`src/sv/dasp_pkg.sv`:
```
// Shared constants for the disparity arg-min core with sub-pixel refinement.
// Field widths, configuration register indexes and the disparity range.
// No dependencies.
package dasp_pkg;

	localparam int COST_W     = 16;
	localparam int FRAC_W     = 8;
	localparam int MAX_DISP   = 128;
	localparam int IDX_W      = 7;
	localparam int NDISP_W    = 8;
	localparam int THR_W      = 18;
	localparam int FIXED_W    = 15;
	localparam int CFG_ADDR_W = 1;
	localparam int CFG_DATA_W = 18;
	localparam int IN_TDATA_W = 16;
	localparam int OUT_TDATA_W = 24;

	localparam logic [CFG_ADDR_W-1:0] REG_NUM_DISP = 1'b0;
	localparam logic [CFG_ADDR_W-1:0] REG_FLAT_THR = 1'b1;

endpackage

```
`src/sv/disparity_argmin_subpixel_core.sv`:
```
// Winner-take-all disparity search with parabolic sub-pixel refinement.
// Uses dasp_pkg for widths and register indexes; contains the sequencer and
// the shared subtract-and-compare unit of the serial divider.
//
// Usage: one pixel's costs arrive on the s_axis channel, one cost per
// transfer, for disparities 0 to num_disparities-1 (num_disparities taken
// within 2 to 128). After the last cost of a pixel the block forms the
// parabola terms and, when refinement applies, runs the restoring divider,
// one quotient bit per cycle through a single subtractor. The result leaves
// on the m_axis channel from an output register; costs of the next pixel
// are taken while that result waits, and only the last cost of the next
// pixel is held back until the previous result is transferred.
// The core takes no cost while the divider runs.
// The configuration port writes num_disparities (index 0) and
// flat_threshold (index 1); write them only while idle.
// Reset is asynchronous and active low; it clears the search state, sets
// num_disparities to 64 and flat_threshold to 0, and empties the output.
module disparity_argmin_subpixel_core (
	input  logic                                clk,
	input  logic                                arst_n,
	input  logic                                cfg_we,
	input  logic [dasp_pkg::CFG_ADDR_W-1:0]     cfg_addr,
	input  logic [dasp_pkg::CFG_DATA_W-1:0]     cfg_wdata,
	input  logic                                s_axis_tvalid,
	output logic                                s_axis_tready,
	input  logic [dasp_pkg::IN_TDATA_W-1:0]     s_axis_tdata,  // [15:0] cost
	output logic                                m_axis_tvalid,
	input  logic                                m_axis_tready,
	// [14:0] disparity_fixed, [21:15] integer_disparity, [22] refined, [23] zero
	output logic [dasp_pkg::OUT_TDATA_W-1:0]    m_axis_tdata
);

	localparam logic [1:0] ST_COLLECT = 2'd0;
	localparam logic [1:0] ST_PREP    = 2'd1;
	localparam logic [1:0] ST_DIV     = 2'd2;

	localparam int CW   = dasp_pkg::COST_W;
	localparam int FW   = dasp_pkg::FRAC_W;
	localparam int IW   = dasp_pkg::IDX_W;
	localparam int NW   = dasp_pkg::NDISP_W;
	localparam int TW   = dasp_pkg::THR_W;
	localparam int XW   = dasp_pkg::FIXED_W;
	localparam int REMW = CW + FW;
	localparam int DVW  = TW + FW;

	logic [1:0]          st_q;
	logic [NW-1:0]       num_disp_q;
	logic [TW-1:0]       flat_thr_q;

	logic [IW-1:0]       position_q;
	logic [CW-1:0]       min_cost_q;
	logic [IW-1:0]       best_idx_q;
	logic [CW-1:0]       cost_before_q;
	logic [CW-1:0]       cost_after_q;
	logic                after_pend_q;
	logic [CW-1:0]       prev_cost_q;

	logic [REMW-1:0]     rem_q;
	logic [DVW-1:0]      dv_q;
	logic [FW:0]         quo_q;
	logic [3:0]          cnt_q;
	logic                neg_q;

	logic                out_valid_q;
	logic [XW-1:0]       out_fixed_q;
	logic [IW-1:0]       out_idx_q;
	logic                out_refined_q;

	logic [NW-1:0]       n_eff;
	logic                last_pos;
	logic                in_xfer;
	logic [CW-1:0]       cost_in;

	logic signed [CW+2:0] dsum;
	logic [TW-1:0]       denom;
	logic                denom_pos;
	logic                interior;
	logic                do_refine;
	logic signed [CW+1:0] num_diff;
	logic [CW-1:0]       num_mag;
	logic [DVW:0]        sub_diff;
	logic                sub_ok;
	logic [XW-1:0]       base_fixed;
	logic [FW:0]         quo_final;
	logic [XW-1:0]       refined_fixed;

	always_comb begin
		if (num_disp_q < NW'(2)) begin
			n_eff = NW'(2);
		end else if (num_disp_q > NW'(dasp_pkg::MAX_DISP)) begin
			n_eff = NW'(dasp_pkg::MAX_DISP);
		end else begin
			n_eff = num_disp_q;
		end
	end

	assign last_pos      = ({1'b0, position_q} + NW'(1)) >= n_eff;
	assign s_axis_tready = (st_q == ST_COLLECT) && !(last_pos && out_valid_q);
	assign in_xfer       = s_axis_tvalid && s_axis_tready;
	assign cost_in       = s_axis_tdata[CW-1:0];

	assign dsum = $signed({3'b000, cost_before_q}) + $signed({3'b000, cost_after_q})
	            - $signed({2'b00, min_cost_q, 1'b0});
	assign denom_pos = !dsum[CW+2] && (dsum != '0);
	assign denom     = {dsum[TW-2:0], 1'b0};
	assign interior  = (best_idx_q != '0) && (({1'b0, best_idx_q} + NW'(1)) < n_eff);
	assign do_refine = interior && denom_pos && (denom > flat_thr_q);
	assign num_diff  = $signed({2'b00, cost_before_q}) - $signed({2'b00, cost_after_q});
	assign num_mag   = num_diff[CW+1] ? CW'(-num_diff) : num_diff[CW-1:0];

	assign sub_diff  = {1'b0, {(DVW-REMW){1'b0}}, rem_q} - {1'b0, dv_q};
	assign sub_ok    = !sub_diff[DVW];

	assign base_fixed = {best_idx_q, {FW{1'b0}}};
	always_comb begin
		if (cnt_q == 4'd0) begin
			quo_final = sub_ok ? {1'b1, {FW{1'b0}}} : '0;
		end else begin
			quo_final = {quo_q[FW-1:0], sub_ok};
		end
	end
	assign refined_fixed = neg_q ? base_fixed - XW'(quo_final) : base_fixed + XW'(quo_final);

	always_ff @(posedge clk or negedge arst_n) begin
		if (!arst_n) begin
			num_disp_q <= NW'(64);
			flat_thr_q <= '0;
		end else if (cfg_we) begin
			case (cfg_addr)
				dasp_pkg::REG_NUM_DISP: num_disp_q <= cfg_wdata[NW-1:0];
				dasp_pkg::REG_FLAT_THR: flat_thr_q <= cfg_wdata[TW-1:0];
				default: ;
			endcase
		end
	end

	always_ff @(posedge clk or negedge arst_n) begin
		if (!arst_n) begin
			st_q          <= ST_COLLECT;
			position_q    <= '0;
			min_cost_q    <= '0;
			best_idx_q    <= '0;
			cost_before_q <= '0;
			cost_after_q  <= '0;
			after_pend_q  <= 1'b0;
			prev_cost_q   <= '0;
			out_valid_q   <= 1'b0;
			cnt_q         <= '0;
		end else begin
			if (out_valid_q && m_axis_tready) begin
				out_valid_q <= 1'b0;
			end
			case (st_q)
				ST_COLLECT: begin
					if (in_xfer) begin
						if (position_q == '0) begin
							min_cost_q    <= cost_in;
							best_idx_q    <= '0;
							cost_before_q <= '0;
							cost_after_q  <= '0;
							after_pend_q  <= 1'b1;
						end else begin
							if (after_pend_q) begin
								cost_after_q <= cost_in;
								after_pend_q <= 1'b0;
							end
							if (cost_in < min_cost_q) begin
								min_cost_q    <= cost_in;
								best_idx_q    <= position_q;
								cost_before_q <= prev_cost_q;
								after_pend_q  <= 1'b1;
							end
						end
						prev_cost_q <= cost_in;
						if (last_pos) begin
							position_q <= '0;
							st_q       <= ST_PREP;
						end else begin
							position_q <= position_q + IW'(1);
						end
					end
				end
				ST_PREP: begin
					if (do_refine) begin
						cnt_q <= '0;
						st_q  <= ST_DIV;
					end else begin
						out_valid_q <= 1'b1;
						st_q        <= ST_COLLECT;
					end
				end
				ST_DIV: begin
					cnt_q <= cnt_q + 4'd1;
					if ((cnt_q == 4'd0 && sub_ok) || cnt_q == 4'(FW)) begin
						out_valid_q <= 1'b1;
						st_q        <= ST_COLLECT;
					end
				end
				default: st_q <= ST_COLLECT;
			endcase
		end
	end

	always_ff @(posedge clk) begin
		case (st_q)
			ST_PREP: begin
				rem_q         <= {num_mag, {FW{1'b0}}};
				dv_q          <= {denom, {FW{1'b0}}};
				quo_q         <= '0;
				neg_q         <= num_diff[CW+1];
				out_fixed_q   <= base_fixed;
				out_idx_q     <= best_idx_q;
				out_refined_q <= 1'b0;
			end
			ST_DIV: begin
				if (sub_ok) begin
					rem_q <= sub_diff[REMW-1:0];
				end
				dv_q  <= {1'b0, dv_q[DVW-1:1]};
				quo_q <= quo_final;
				if ((cnt_q == 4'd0 && sub_ok) || cnt_q == 4'(FW)) begin
					out_fixed_q   <= refined_fixed;
					out_refined_q <= 1'b1;
				end
			end
			default: ;
		endcase
	end

	assign m_axis_tvalid = out_valid_q;
	assign m_axis_tdata  = {1'b0, out_refined_q, out_idx_q, out_fixed_q};

	ready_only_collecting: assert property (@(posedge clk) disable iff (!arst_n)
		s_axis_tready |-> st_q == ST_COLLECT)
		else $error("cost accepted outside the collect phase");

	no_result_while_busy: assert property (@(posedge clk) disable iff (!arst_n)
		st_q != ST_COLLECT |-> !out_valid_q)
		else $error("result register occupied while a pixel is being resolved");

	result_from_sequencer: assert property (@(posedge clk) disable iff (!arst_n)
		$rose(out_valid_q) |-> $past(st_q) == ST_PREP || $past(st_q) == ST_DIV)
		else $error("result appeared outside the resolve phase");

	unrefined_is_integer: assert property (@(posedge clk) disable iff (!arst_n)
		out_valid_q && !out_refined_q |-> out_fixed_q == {out_idx_q, {FW{1'b0}}})
		else $error("unrefined result carries a fraction");

	divider_bounded: assert property (@(posedge clk) disable iff (!arst_n)
		st_q == ST_DIV |-> cnt_q <= 4'(FW))
		else $error("divider ran past its last quotient bit");

endmodule

```
`config.mk`:
```
export PLATFORM = sky130hd
export DESIGN_NAME = disparity_argmin_subpixel_core
export DESIGN_NICKNAME = d
export VERILOG_FILES = /design/src/sv/dasp_pkg.sv /design/src/sv/disparity_argmin_subpixel_core.sv
export SDC_FILE = /design/constraint.sdc
export NUM_CORES = 1
export LEC_CHECK = 0
export BUFFER_PORTS_ARGS = -buffer_cell sky130_fd_sc_hd__buf_2
export CAP_MARGIN = 20
export CORE_ASPECT_RATIO = 1.5
export CORE_MARGIN = 10
export CORE_UTILIZATION = 40
export DETAILED_ROUTE_END_ITERATION = 10
export GPL_ROUTABILITY_DRIVEN = 0
export HOLD_SLACK_MARGIN = 0.12
export PLACE_DENSITY = 0.62
export SYNTH_ARGS = -nofsm -noshare
export SYNTH_HDL_FRONTEND = slang
export SYNTH_SLANG_ARGS = --single-unit
```
`constraint.sdc`:
```
create_clock -name clk -period 5.33 [get_ports clk]
set_input_delay 0.7995 -clock clk [delete_from_list [all_inputs] [get_ports clk]]
set_output_delay 0.7995 -clock clk [all_outputs]
set_load 0.05 [all_outputs]
```
==> results.sh <==
export IMPL_die_x_um=169
export IMPL_ios=66
export IMPL_final_cell_mix="170 x inv_1, 117 x ha_1, 111 x dfrtp_1, 104 x nand2_1, 82 x edfxtp_1"
export IMPL_postRouteAntennaNets=0
export IMPL_dp_hpwl_mm=24.1
export IMPL_async_reset_ff_share_pct=57.7
export IMPL_cp_num_buf_inv=1
export IMPL_fin_setup_tns_ns=0
export IMPL_layout_cells_most_common="inv_1"
export IMPL_worstHoldPathType="in2async"
export IMPL_syn_nets=1525
export IMPL_finalHoldViolCount=0
export IMPL_start_kind="flip-flop"
export IMPL_cp_slowest_stage_delay_ns=0.54
export IMPL_ctsHoldBuffers=0
export IMPL_crit_fanout=9
export IMPL_setup_worst_path_class="reg2reg"
export IMPL_antenna_found_initial=0
export IMPL_cp_arrival_ns=5.08
export IMPL_synthCells=1350
export IMPL_dr_pass1_iters=5
export IMPL_cts_root_buffer="clkbuf_16"
export IMPL_synth_cell_type_count=86
export IMPL_slew_viol_final=0
export IMPL_cpMaxStageDelayCell="fa_1"
export IMPL_setup_viol=0
export IMPL_fin_skew_ns=0.0105
export IMPL_cts_buffers_inserted=17
export IMPL_area_growth_pct=10.1
export IMPL_fin_crit_sh_pct=88.4
export IMPL_regToRegStartpoint="min_cost_q[6]$_DFFE_PN0P_"
export IMPL_grt_usage_pct=15.4
export IMPL_avgViaCountPerCell=5.40
export IMPL_drive_gt1_share_pct=13.6
export IMPL_drc=0
export IMPL_cp_data_required_time_ns=5.70
export IMPL_die_h_um=243
export IMPL_ys_flop_type="dfrtp_1"
export IMPL_maxCapViolCount=0
export IMPL_relSlewSlack_pct=33.3
export IMPL_fin_nets=1577
export IMPL_synth_edff_count=82
export IMPL_final_setup_worst_slack_ns=0.617
export IMPL_wl_per_cell_um=17.0
export IMPL_cts_max_level=4
export IMPL_core_area_mm2=0.0327
export IMPL_clock_sinks=194
export IMPL_outcome="finished clean"
export IMPL_syn_cell_area_mm2=0.0133
export IMPL_ys_warn_count=0
export IMPL_holdWs_ns=0.341
export IMPL_diodes=0
export IMPL_fillCellCount=3129
export IMPL_port_buffers=64
export IMPL_synth_avg_cell_area_um2=9.87
export IMPL_clock_path_buffers=2
export IMPL_cts_resized=0
export IMPL_grt_ovfl_total=0
export IMPL_num_vias=9889
export IMPL_clk_pin_slew_ns=0.08
export IMPL_grt_setup_unrepaired="false"
export IMPL_grt_start_max_net_pins=68
export IMPL_dp_slack_ns=0.624
export IMPL_cts_tree="yes"
export IMPL_grt_pass1_vias=10212
export IMPL_startpoint="min_cost_q[6]$_DFFE_PN0P_"
export IMPL_grt_pass1_wl_mm=52.0
export IMPL_post_cts_buffers=0
export IMPL_die_area_mm2=0.0412
export IMPL_fin_crit_ns=4.71
export IMPL_worstSkewPairLatency_ns=0.47
export IMPL_yosysSeqAreaShare_pct=39.5
export IMPL_max_freq_ghz=0.212
export IMPL_ys_ff_latch=194
export IMPL_path_delay_family="simple AND/OR/NAND/NOR gates"
export IMPL_crit_chain="fa_1, inv_1, ha_1, and3_1, nand2_1, nor4_1, o31ai_2, a21oi_1, xor2_1, ha_1, nand4_1, nor2_1, nand4b_1, o2111a_1, nand4b_1, and2_1, a31o_2, o41ai_2"
export IMPL_initial_utilization_pct=40.7
export IMPL_drt_iter0_markers=518
export IMPL_wl_mm=31.2
export IMPL_row_count=81
export IMPL_critPathCaptureType="flip-flop"
export IMPL_tightest_slew_ns=1.00
## final timing paths
kind	cells after the start	slack, ns	to
max	18	0.62	cnt_q[3]$_DFFE_PN0P_
max in group asynchronous	2	3.70	flat_thr_q[11]$_DFFE_PN0P_
max reg2reg	18	0.62	cnt_q[3]$_DFFE_PN0P_
min reg2reg	1	0.50	min_cost_q[15]$_DFFE_PN0P_
min	1	0.34	prev_cost_q[4]$_DFFE_PN0P_
min in group clk	1	0.50	min_cost_q[15]$_DFFE_PN0P_
## layout make-up
class,instances,area [um^2],area share (%)
Multi-Input combinational cell,940,7230,49.3
Sequential cell,194,5270,35.9
Inverter,171,642,4.38
Tap cell,415,519,3.54
Clock buffer,19,443,3.02
Timing Repair Buffer,78,440,3.00
Clock inverter,13,119,0.811
## layer usage
metal  wire length [um]  up-vias  track usage, %
li1                   -     4893               -
met1              13200     4799            17.9
met4               1250        0            8.12
met2              16000      140            26.8
met5                  0        -               0
met3                690       57            2.21
## cells by family after synthesis
logic type / share of synthesized area, %
AND/OR/NAND/NOR: 13.3
AO/OA/AOI/OAI: 15.5
buffers and inverters: 6.28
flip-flops: 39.5
adder cells (fa/ha/maj): 13.6
multiplexers: 7.90
XOR/XNOR: 3.75
other: 0.0282
## through the flow
step / instance area [um^2] / instances / utilization, %
6_report: 14700 / 1830 / 44.8
3_5_place_dp: 14100 / 1798 / 43.1
5_1_grt: 14700 / 1830 / 44.8
2_1_floorplan: 13300 / 1350 / -
4_1_cts: 14700 / 1830 / 44.8
3_3_place_gp: 14100 / 1798 / 43.1
## registers in the layout (all words and copies together), names as in the netlist, 2 cells and up
| name | cells |
|---|---|
| quo_q | 8 |
| position_q | 7 |
| rem_q | 24 |
| cnt_q | 4 |
| out_idx_q | 7 |
| flat_thr_q | 18 |
| cost_before_q | 16 |
| prev_cost_q | 16 |
| num_disp_q | 8 |
| dv_q | 26 |
| out_fixed_q | 15 |
| best_idx_q | 7 |
| st_q | 2 |
| min_cost_q | 16 |
| cost_after_q | 16 |
## cells in the mapped netlist, types with 16 or more instances
| master | count | area, um^2 |
|---|---|---|
| mux2_2 | 54 | 608 |
| xnor2_1 | 34 | 298 |
| inv_1 | 170 | 638 |
| xor2_1 | 23 | 201 |
| mux2i_1 | 26 | 260 |
| a22o_1 | 18 | 158 |
| a21o_1 | 28 | 210 |
| nand2_1 | 104 | 390 |
| a21oi_1 | 74 | 370 |
| edfxtp_1 | 82 | 2460 |
| fa_1 | 17 | 340 |
| ha_1 | 118 | 1480 |
| nor3_1 | 29 | 145 |
| nand3_1 | 26 | 130 |
| and3_1 | 16 | 100 |
| nand2b_1 | 18 | 113 |
| dfrtp_1 | 111 | 2780 |
| nor2_1 | 80 | 300 |
| nor2b_1 | 17 | 106 |
| o21ai_0 | 59 | 295 |
| clkbuf_1 | 31 | 116 |
Power is left out: the tool's default activity adds up to more than one toggle a clock period on the data nets, which glitch-free logic cannot reach.
